==> src/rtl/core/pesdf_pkg.sv <==
// Package for the PES packet deframer: widths, header offsets and the result struct.
// No dependencies.
`timescale 1ns / 1ps

package pesdf_pkg;

    localparam int BYTE_W = 8;
    localparam int OFF_W  = 17;
    localparam int PTS_W  = 33;

    // Start-code prefix bytes (the fourth byte is the configured stream id)
    localparam logic [BYTE_W-1:0] PREFIX_ZERO     = 8'h00;
    localparam logic [BYTE_W-1:0] PREFIX_SYNC     = 8'h01;
    localparam logic [BYTE_W-1:0] STREAM_ID_RESET = 8'hBD;

    // Offsets within a packet
    localparam logic [OFF_W-1:0] OFF_START  = 17'd0;
    localparam logic [OFF_W-1:0] OFF_SYNC   = 17'd2;
    localparam logic [OFF_W-1:0] OFF_SID    = 17'd3;
    localparam logic [OFF_W-1:0] PREFIX_LEN = 17'd4;
    localparam logic [OFF_W-1:0] OFF_LEN_HI = 17'd4;
    localparam logic [OFF_W-1:0] OFF_LEN_LO = 17'd5;
    localparam logic [OFF_W-1:0] OFF_FLAGS  = 17'd7;
    localparam logic [OFF_W-1:0] OFF_PTS0   = 17'd9;
    localparam logic [OFF_W-1:0] OFF_PTS1   = 17'd10;
    localparam logic [OFF_W-1:0] OFF_PTS2   = 17'd11;
    localparam logic [OFF_W-1:0] OFF_PTS3   = 17'd12;
    localparam logic [OFF_W-1:0] OFF_PTS4   = 17'd13;

    localparam logic [OFF_W-1:0] HEADER_LEN     = 17'd6;
    localparam logic [OFF_W-1:0] TIME_MIN_TOTAL = 17'd14;

    // Result buffer depth
    localparam logic [1:0] RES_FIFO_DEPTH = 2'd2;

    typedef struct packed {
        logic [BYTE_W-1:0] out_byte;
        logic [OFF_W-1:0]  byte_offset;
        logic              last_byte;
        logic              time_valid;
        logic [PTS_W-1:0]  presentation_time;
    } result_t;

endpackage

==> src/rtl/core/pesdf_if.sv <==
// Valid/ready channel interfaces of the deframer: input bytes, config, results.
// Depends on pesdf_pkg.
`timescale 1ns / 1ps

interface pesdf_byte_if;
    import pesdf_pkg::*;
    logic              valid;
    logic              ready;
    logic [BYTE_W-1:0] data_byte;

    modport source (output valid, output data_byte, input ready);
    modport sink (input valid, input data_byte, output ready);
endinterface

interface pesdf_cfg_if;
    import pesdf_pkg::*;
    logic              valid;
    logic              ready;
    logic [BYTE_W-1:0] stream_id;

    modport source (output valid, output stream_id, input ready);
    modport sink (input valid, input stream_id, output ready);
endinterface

interface pesdf_result_if;
    import pesdf_pkg::*;
    logic              valid;
    logic              ready;
    logic [BYTE_W-1:0] out_byte;
    logic [OFF_W-1:0]  byte_offset;
    logic              last_byte;
    logic              time_valid;
    logic [PTS_W-1:0]  presentation_time;

    modport source (output valid, output out_byte, output byte_offset, output last_byte,
                    output time_valid, output presentation_time, input ready);
    modport sink (input valid, input out_byte, input byte_offset, input last_byte,
                  input time_valid, input presentation_time, output ready);
endinterface

==> src/rtl/core/pesdf_parser.sv <==
// Input byte register, packet parse logic and packet state registers.
// Depends on pesdf_pkg and pesdf_if.
`timescale 1ns / 1ps

module pesdf_parser (
    input  logic              clk,
    input  logic              rst_n,
    pesdf_byte_if.sink        byte_in,
    pesdf_cfg_if.sink         cfg,
    input  logic              res_room,
    output logic              res_valid,
    output pesdf_pkg::result_t res
);
    import pesdf_pkg::*;

    logic [BYTE_W-1:0] stream_id_reg;
    logic              in_valid_reg;
    logic [BYTE_W-1:0] in_byte_reg;
    logic [OFF_W-1:0]  pos_reg;
    logic [OFF_W-1:0]  total_reg;
    logic [BYTE_W-1:0] len_hi_reg;
    logic              flag_reg;
    logic [PTS_W-1:0]  accum_reg;

    logic [OFF_W-1:0]  pos_next;
    logic [OFF_W-1:0]  total_next;
    logic [BYTE_W-1:0] len_hi_next;
    logic              flag_next;
    logic [PTS_W-1:0]  accum_next;

    logic [OFF_W-1:0]  off;
    logic [BYTE_W-1:0] b;
    logic [BYTE_W-1:0] expect_byte;
    logic              in_prefix;
    logic              mismatch;
    logic              last;
    logic              tvalid;
    logic              advance;

    assign off     = pos_reg;
    assign b       = in_byte_reg;
    assign advance = in_valid_reg && res_room;

    assign byte_in.ready = !in_valid_reg || res_room;
    assign cfg.ready     = 1'b1;

    // Expected prefix byte and mismatch detect
    always_comb
    begin
        if (off == OFF_SYNC)
        begin
            expect_byte = PREFIX_SYNC;
        end
        else if (off == OFF_SID)
        begin
            expect_byte = stream_id_reg;
        end
        else
        begin
            expect_byte = PREFIX_ZERO;
        end
        in_prefix = off < PREFIX_LEN;
        mismatch  = in_prefix && (b != expect_byte);
    end

    // Per-byte packet state update
    always_comb
    begin
        total_next  = total_reg;
        len_hi_next = len_hi_reg;
        flag_next   = flag_reg;
        accum_next  = accum_reg;
        last        = 1'b0;
        if (in_prefix)
        begin
            if (off == OFF_START)
            begin
                flag_next  = 1'b0;
                accum_next = '0;
                total_next = '0;
            end
        end
        else if (off == OFF_LEN_HI)
        begin
            len_hi_next = b;
        end
        else if (off == OFF_LEN_LO)
        begin
            total_next = {1'b0, len_hi_reg, b} + HEADER_LEN;
            last       = (total_next == HEADER_LEN);
        end
        else
        begin
            case (off)
                OFF_FLAGS: flag_next  = b[7];
                OFF_PTS0:  accum_next = {b[3:1], 30'd0};
                OFF_PTS1:  accum_next = accum_reg | {3'd0, b, 22'd0};
                OFF_PTS2:  accum_next = accum_reg | {11'd0, b[7:1], 15'd0};
                OFF_PTS3:  accum_next = accum_reg | {18'd0, b, 7'd0};
                OFF_PTS4:  accum_next = accum_reg | {26'd0, b[7:1]};
                default:   accum_next = accum_reg;
            endcase
            last = (off + 17'd1) >= total_reg;
        end
        tvalid   = last && flag_next && (total_next >= TIME_MIN_TOTAL);
        pos_next = (mismatch || last) ? '0 : off + 17'd1;
    end

    // Result toward the output buffer; a prefix mismatch drops the byte
    always_comb
    begin
        res_valid             = in_valid_reg && !mismatch;
        res.out_byte          = b;
        res.byte_offset       = off;
        res.last_byte         = last;
        res.time_valid        = tvalid;
        res.presentation_time = tvalid ? accum_next : '0;
    end

    // Config register and input stage
    always_ff @(posedge clk or negedge rst_n)
    begin
        if (!rst_n)
        begin
            stream_id_reg <= STREAM_ID_RESET;
            in_valid_reg  <= 1'b0;
        end
        else
        begin
            if (cfg.valid && cfg.ready)
            begin
                stream_id_reg <= cfg.stream_id;
            end
            if (byte_in.valid && byte_in.ready)
            begin
                in_valid_reg <= 1'b1;
            end
            else if (advance)
            begin
                in_valid_reg <= 1'b0;
            end
        end
    end

    always_ff @(posedge clk)
    begin
        if (byte_in.valid && byte_in.ready)
        begin
            in_byte_reg <= byte_in.data_byte;
        end
    end

    // Packet state
    always_ff @(posedge clk or negedge rst_n)
    begin
        if (!rst_n)
        begin
            pos_reg    <= '0;
            total_reg  <= '0;
            len_hi_reg <= '0;
            flag_reg   <= 1'b0;
            accum_reg  <= '0;
        end
        else if (advance)
        begin
            pos_reg <= pos_next;
            if (!mismatch)
            begin
                total_reg  <= total_next;
                len_hi_reg <= len_hi_next;
                flag_reg   <= flag_next;
                accum_reg  <= accum_next;
            end
        end
    end

endmodule

==> src/rtl/core/pesdf_result_fifo.sv <==
// Two-entry result buffer that decouples the parser from output backpressure.
// Depends on pesdf_pkg and pesdf_if.
`timescale 1ns / 1ps

module pesdf_result_fifo (
    input  logic               clk,
    input  logic               rst_n,
    input  logic               wr_valid,
    input  pesdf_pkg::result_t wr_data,
    output logic               room,
    pesdf_result_if.source     result_out
);
    import pesdf_pkg::*;

    result_t    entry_reg [2];
    logic       wr_ptr_reg;
    logic       rd_ptr_reg;
    logic [1:0] count_reg;
    logic       push;
    logic       pop;
    result_t    head;

    assign room = count_reg != RES_FIFO_DEPTH;
    assign push = wr_valid && room;
    assign pop  = result_out.valid && result_out.ready;
    assign head = entry_reg[rd_ptr_reg];

    // Output side
    assign result_out.valid             = count_reg != 2'd0;
    assign result_out.out_byte          = head.out_byte;
    assign result_out.byte_offset       = head.byte_offset;
    assign result_out.last_byte         = head.last_byte;
    assign result_out.time_valid        = head.time_valid;
    assign result_out.presentation_time = head.presentation_time;

    // Pointers and fill count
    always_ff @(posedge clk or negedge rst_n)
    begin
        if (!rst_n)
        begin
            wr_ptr_reg <= 1'b0;
            rd_ptr_reg <= 1'b0;
            count_reg  <= 2'd0;
        end
        else
        begin
            if (push)
            begin
                wr_ptr_reg <= !wr_ptr_reg;
            end
            if (pop)
            begin
                rd_ptr_reg <= !rd_ptr_reg;
            end
            if (push && !pop)
            begin
                count_reg <= count_reg + 2'd1;
            end
            else if (pop && !push)
            begin
                count_reg <= count_reg - 2'd1;
            end
        end
    end

    // Payload storage
    always_ff @(posedge clk)
    begin
        if (push)
        begin
            entry_reg[wr_ptr_reg] <= wr_data;
        end
    end

endmodule

==> src/rtl/core/pes_packet_deframer_core.sv <==
// PES packet deframer top level: prefix match, length tracking, PTS extraction.
// A byte reaches the result channel through the input register and then the result buffer.
// Throughput: one byte per cycle while the result buffer has room; single-pass parse.
// A prefix mismatch consumes its byte and produces no result.
// Reset (rst_n, async, active low) clears packet state and buffers; stream id returns to 0xBD.
// Depends on pesdf_pkg, pesdf_if, pesdf_parser, pesdf_result_fifo.
`timescale 1ns / 1ps

module pes_packet_deframer_core (
    input  logic           clk,
    input  logic           rst_n,
    pesdf_byte_if.sink     byte_in,
    pesdf_cfg_if.sink      cfg,
    pesdf_result_if.source result_out
);
    import pesdf_pkg::*;

    logic    res_valid;
    logic    res_room;
    result_t res;

    // Parse stage
    pesdf_parser u_parser (
        .clk       (clk),
        .rst_n     (rst_n),
        .byte_in   (byte_in),
        .cfg       (cfg),
        .res_room  (res_room),
        .res_valid (res_valid),
        .res       (res)
    );

    // Output buffer
    pesdf_result_fifo u_result_fifo (
        .clk        (clk),
        .rst_n      (rst_n),
        .wr_valid   (res_valid),
        .wr_data    (res),
        .room       (res_room),
        .result_out (result_out)
    );

endmodule

==> src/flat_wrapper.sv <==
// flat-port wrapper written by rule: the top's interface ports become plain ports
module pes_packet_deframer_core_flat import pesdf_pkg::*;
  (clk, rst_n, byte_in_valid, byte_in_data_byte, byte_in_ready, cfg_valid, cfg_stream_id, cfg_ready, result_out_valid, result_out_out_byte, result_out_byte_offset, result_out_last_byte, result_out_time_valid, result_out_presentation_time, result_out_ready);
  pesdf_byte_if byte_in_i ();
  pesdf_cfg_if cfg_i ();
  pesdf_result_if result_out_i ();
  input  logic clk;
  input  logic rst_n;
  input wire logic [$bits(byte_in_i.valid)-1:0] byte_in_valid;
  input wire logic [$bits(byte_in_i.data_byte)-1:0] byte_in_data_byte;
  output wire logic [$bits(byte_in_i.ready)-1:0] byte_in_ready;
  input wire logic [$bits(cfg_i.valid)-1:0] cfg_valid;
  input wire logic [$bits(cfg_i.stream_id)-1:0] cfg_stream_id;
  output wire logic [$bits(cfg_i.ready)-1:0] cfg_ready;
  output wire logic [$bits(result_out_i.valid)-1:0] result_out_valid;
  output wire logic [$bits(result_out_i.out_byte)-1:0] result_out_out_byte;
  output wire logic [$bits(result_out_i.byte_offset)-1:0] result_out_byte_offset;
  output wire logic [$bits(result_out_i.last_byte)-1:0] result_out_last_byte;
  output wire logic [$bits(result_out_i.time_valid)-1:0] result_out_time_valid;
  output wire logic [$bits(result_out_i.presentation_time)-1:0] result_out_presentation_time;
  input wire logic [$bits(result_out_i.ready)-1:0] result_out_ready;
  assign byte_in_i.valid = byte_in_valid;
  assign byte_in_i.data_byte = byte_in_data_byte;
  assign byte_in_ready = byte_in_i.ready;
  assign cfg_i.valid = cfg_valid;
  assign cfg_i.stream_id = cfg_stream_id;
  assign cfg_ready = cfg_i.ready;
  assign result_out_valid = result_out_i.valid;
  assign result_out_out_byte = result_out_i.out_byte;
  assign result_out_byte_offset = result_out_i.byte_offset;
  assign result_out_last_byte = result_out_i.last_byte;
  assign result_out_time_valid = result_out_i.time_valid;
  assign result_out_presentation_time = result_out_i.presentation_time;
  assign result_out_i.ready = result_out_ready;
  pes_packet_deframer_core u_core (.clk(clk), .rst_n(rst_n), .byte_in(byte_in_i), .cfg(cfg_i), .result_out(result_out_i));
endmodule
==> config.mk <==
export PLATFORM = sky130hd
export DESIGN_NAME = pes_packet_deframer_core_flat
export DESIGN_NICKNAME = d
export VERILOG_FILES = /design/src/rtl/core/pesdf_pkg.sv /design/src/rtl/core/pesdf_if.sv /design/src/rtl/core/pesdf_parser.sv /design/src/rtl/core/pesdf_result_fifo.sv /design/src/rtl/core/pes_packet_deframer_core.sv /design/src/flat_wrapper.sv
export SDC_FILE = /design/constraint.sdc
export NUM_CORES = 1
export LEC_CHECK = 0
export BUFFER_PORTS_ARGS = -buffer_cell sky130_fd_sc_hd__buf_2
export CORE_MARGIN = 2
export CORE_UTILIZATION = 54
export DETAILED_ROUTE_END_ITERATION = 10
export PLACE_DENSITY_LB_ADDON = 0.05
export REMOVE_ABC_BUFFERS = 1
export SYNTH_ARGS = -nofsm -noshare
export SYNTH_HDL_FRONTEND = slang
export SYNTH_SLANG_ARGS = --single-unit
==> constraint.sdc <==
create_clock -name clk -period 4.5 [get_ports clk]
set_input_delay 0.225 -clock clk [delete_from_list [all_inputs] [get_ports clk]]
set_output_delay 0.225 -clock clk [all_outputs]
set_load 0.05 [all_outputs]
==> flow_metrics.env <==
export IMPL_netlist_area_sq_um=10500
export IMPL_cp_arrival_ns=4.17
export IMPL_ff_latch_area_sq_um=6080
export IMPL_area_delta_synth_final_pct=15.5
export IMPL_die_h_um=143
export IMPL_yosysWarnings=0
export IMPL_relSlewSlack_pct=27.0
export IMPL_die_area_sq_um=20500
export IMPL_dpl_hpwl_um=16800
export IMPL_cp_max_fo=34
export IMPL_ant_nets=0
export IMPL_pwr_share_clk_pct=32.0
export IMPL_grt_pass1_wl_um=40100
export IMPL_critPathLaunchType="flip-flop"
export IMPL_seqPwrFrac_pct=37.4
export IMPL_n_antenna_cell=0
export IMPL_muxShareOfSynthArea_pct=8.66
export IMPL_dp_cells=1147
export IMPL_ys_seq_area_share_pct=58.1
export IMPL_switchingPower_w=0.00218
export IMPL_worst_setup_path_end_kind="flip-flop"
export IMPL_wirelength_um=25600
export IMPL_synth_top_cell_area_share_pct=36.7
export IMPL_synth_most_common_cell="edfxtp_1"
export IMPL_synth_distinct_cells=73
export IMPL_setup_slack_ns=0.594
export IMPL_h_tree_depth=1
export IMPL_finalHoldViolCount=0
export IMPL_clk_latency_ns=0.51
export IMPL_setup_viol=0
export IMPL_start_util_pct=55.4
export IMPL_yosys_area_share_xor_xnor_pct=3.35
export IMPL_cts_tree="yes"
export IMPL_portBuffers=82
export IMPL_drive_gt1_share_pct=25.6
export IMPL_cts_resized=0
export IMPL_synth_edff_count=128
export IMPL_yosysTopAreaCell="edfxtp_1"
export IMPL_groute_usage_overall_pct=25.1
export IMPL_drcViolationCount=0
export IMPL_cts_buffers=24
export IMPL_grt_max_degree=53
export IMPL_core_area_sq_um=18900
export IMPL_multi_input_area_sq_um=4050
export IMPL_period_needed_ns=3.91
export IMPL_nNetsFinal=975
export IMPL_clk_path_buf_depth=3
export IMPL_largest_register_ffs=120
export IMPL_synthAdderAreaFrac_pct=2.75
export IMPL_p_per_area_nw_per_um2=499
export IMPL_routedWlPerCell_um=21.2
export IMPL_synth_cells=834
export IMPL_synth_simple_area_share_pct=12.3
export IMPL_grt_pass1_vias=7355
export IMPL_worst_pin_slew_ns=1.09
export IMPL_grt_overflow_total=0
export IMPL_maxCapViolations=0
export IMPL_viasPerCell=6.06
export IMPL_netlist_top_cells_area="edfxtp_1, dfrtp_1, mux2_2"
export IMPL_fin_area_sq_um=12100
export IMPL_post_dp_cell_area_sq_um=11100
export IMPL_synth_main_ff_cell="edfxtp_1"
export IMPL_p_comb_share_pct=30.6
export IMPL_power_internal_w=0.00385
export IMPL_finalMaxSlewViolations=0
export IMPL_clock_fmax_mhz=256
export IMPL_vias=7330
export IMPL_fin_worst_skew_ns=0.0109
export IMPL_ios=84
export IMPL_rsz0062_at_grt="no"
export IMPL_criticalPathCategory="flip-flop to flip-flop"
export IMPL_holdCritPathClass="input pin to flip-flop"
export IMPL_grt_antenna_before_repair=0
export IMPL_cts_root_buf="clkbuf_16"
export IMPL_row_count=50
export IMPL_drt_iter0_markers=570
export IMPL_clock_sinks=217
export IMPL_required_ns=4.77
export IMPL_peakVddDrop_uv=461
export IMPL_synth_compound_area_share_pct=11.5
export IMPL_pre_cts_slack_ns=0.672
export IMPL_fin_crit_sh_pct=86.8
export IMPL_nFillCells=1506
export IMPL_ys_async_sr_fraction_pct=41.0
export IMPL_p_sw_share_pct=36.1
export IMPL_run_status="completed"
export IMPL_firstDrtPassIters=6
export IMPL_synth_top_family_by_area="simple AND/OR/NAND/NOR gates"
export IMPL_final_cells=1209
export IMPL_gp_congestion=0.908
export IMPL_p_total_w=0.00604
export IMPL_ys_ff_latch=217
export IMPL_die_x_um=143
export IMPL_avgSynthCellArea_sq_um=12.6
export IMPL_p_leak_nw=4.68
export IMPL_path_clk_slew_ns=0.06
export IMPL_synth_commonest_cells="edfxtp_1, dfrtp_1, mux2_2, nand2_1"
## metal layers
metal	GRT usage [%]	wire [um]	vias to the layer above	share of wire, %
met3	3.19	1390	53	5.4
met5	0	0	-	0
met1	37.0	11900	3652	47
met4	7.64	668	0	2.6
li1	-	-	3356	-
met2	39.2	11600	269	45
## timing repair
action,in CTS,in global routing
hold buffers,18,0
setup buffers,0,0
hold endpoints to repair,48,0
## logic make-up after synthesis
group	after synthesis
AO/OA/AOI/OAI	159
AND/OR/NAND/NOR	234
adder cells (fa/ha/maj)	23
other	1
XOR/XNOR	40
buffers and inverters	79
flip-flops	217
multiplexers	81
## critical path, cell delays in order (launching register included)
cell      delay (ns)
dfrtp_1         0.47
and4_1          0.24
and2_1          0.17
and4_1          0.29
nand4_1         0.18
xnor2_1         0.19
ha_1            0.31
nand4_1         0.09
nor4_1          0.27
o22ai_1         0.12
a21oi_1         0.11
or2_0           0.42
o21bai_2        0.12
buf_4           0.26
nor4_1          0.45
## power groups by stage
stage	Combinational, W	Sequential (W)	Clock [W]
floorplan	0.00142	0.00230	0
global placement	0.00182	0.00229	0
detailed placement	0.00183	0.00229	0
CTS	0.00185	0.00225	0.00196
global route	0.00193	0.00226	0.00204
finish	0.00184	0.00226	0.00193
## cells in the final DEF, fill, tap and decap left out, types with 4 or more instances in the layout
master         count
a21boi_0           4
and2_1             7
xor2_1            14
dfrtp_1           82
and4_1             6
nor3_1            34
mux2_2            77
clkinv_2           4
clkbuf_16         25
a22o_1            15
and3_1            11
o2bb2ai_1         24
clkbuf_1           7
a32oi_1           10
nand2b_1           9
or3_1              5
a21oi_1           38
edfxtp_1         128
inv_1             28
o21ai_0           17
nor4_1            10
nand4_1           12
xnor2_1           26
nand3_1           22
buf_4             22
nand2_1           51
o2bb2a_1           5
a32o_1            15
dlygate4sd3_1     18
dfstp_2            6
ha_1              23
mux2i_1            4
buf_2             81
nor2_1            37
## worst paths after layout
path	startpoint	endpoint	cells past startpoint	slack [ns]
worst min register to register	u_core.u_parser.accum_reg[23]	u_core.u_parser.accum_reg[23]	1	0.48
worst max register to register	u_core.u_parser.off[5]	u_core.u_result_fifo.entry_reg[1][5]	14	0.59
worst max-delay path	u_core.u_parser.off[5]	u_core.u_result_fifo.entry_reg[1][5]	14	0.59
worst min-delay path	result_out_ready	u_core.u_result_fifo.rd_ptr_reg	3	0.05
min in group asynchronous	rst_n	u_core.u_parser.len_hi_reg[6]	2	0.24
max in group asynchronous	rst_n	u_core.u_parser.flag_reg	3	3.19
## through the flow
stage	hold slack (ns)	TNS (ns)	utilization, %
finish	0.0530	0	64.0
global route	0.0706	0	64.0
CTS	0.0313	0	64.0
detailed placement	0.231	0	58.9
global placement	0.222	0	58.9
floorplan	-0.0706	-24.43	-
## layout make-up
cell class | count | area share (%)
well taps | 260 | 2.69
clock inverters | 9 | 0.755
repair buffers | 121 | 6.21
multi-input cells | 538 | 33.5
inverters | 29 | 0.900
flip-flops and latches | 217 | 50.3
clock buffers | 35 | 5.73
Power figures use the tool's default switching activity.
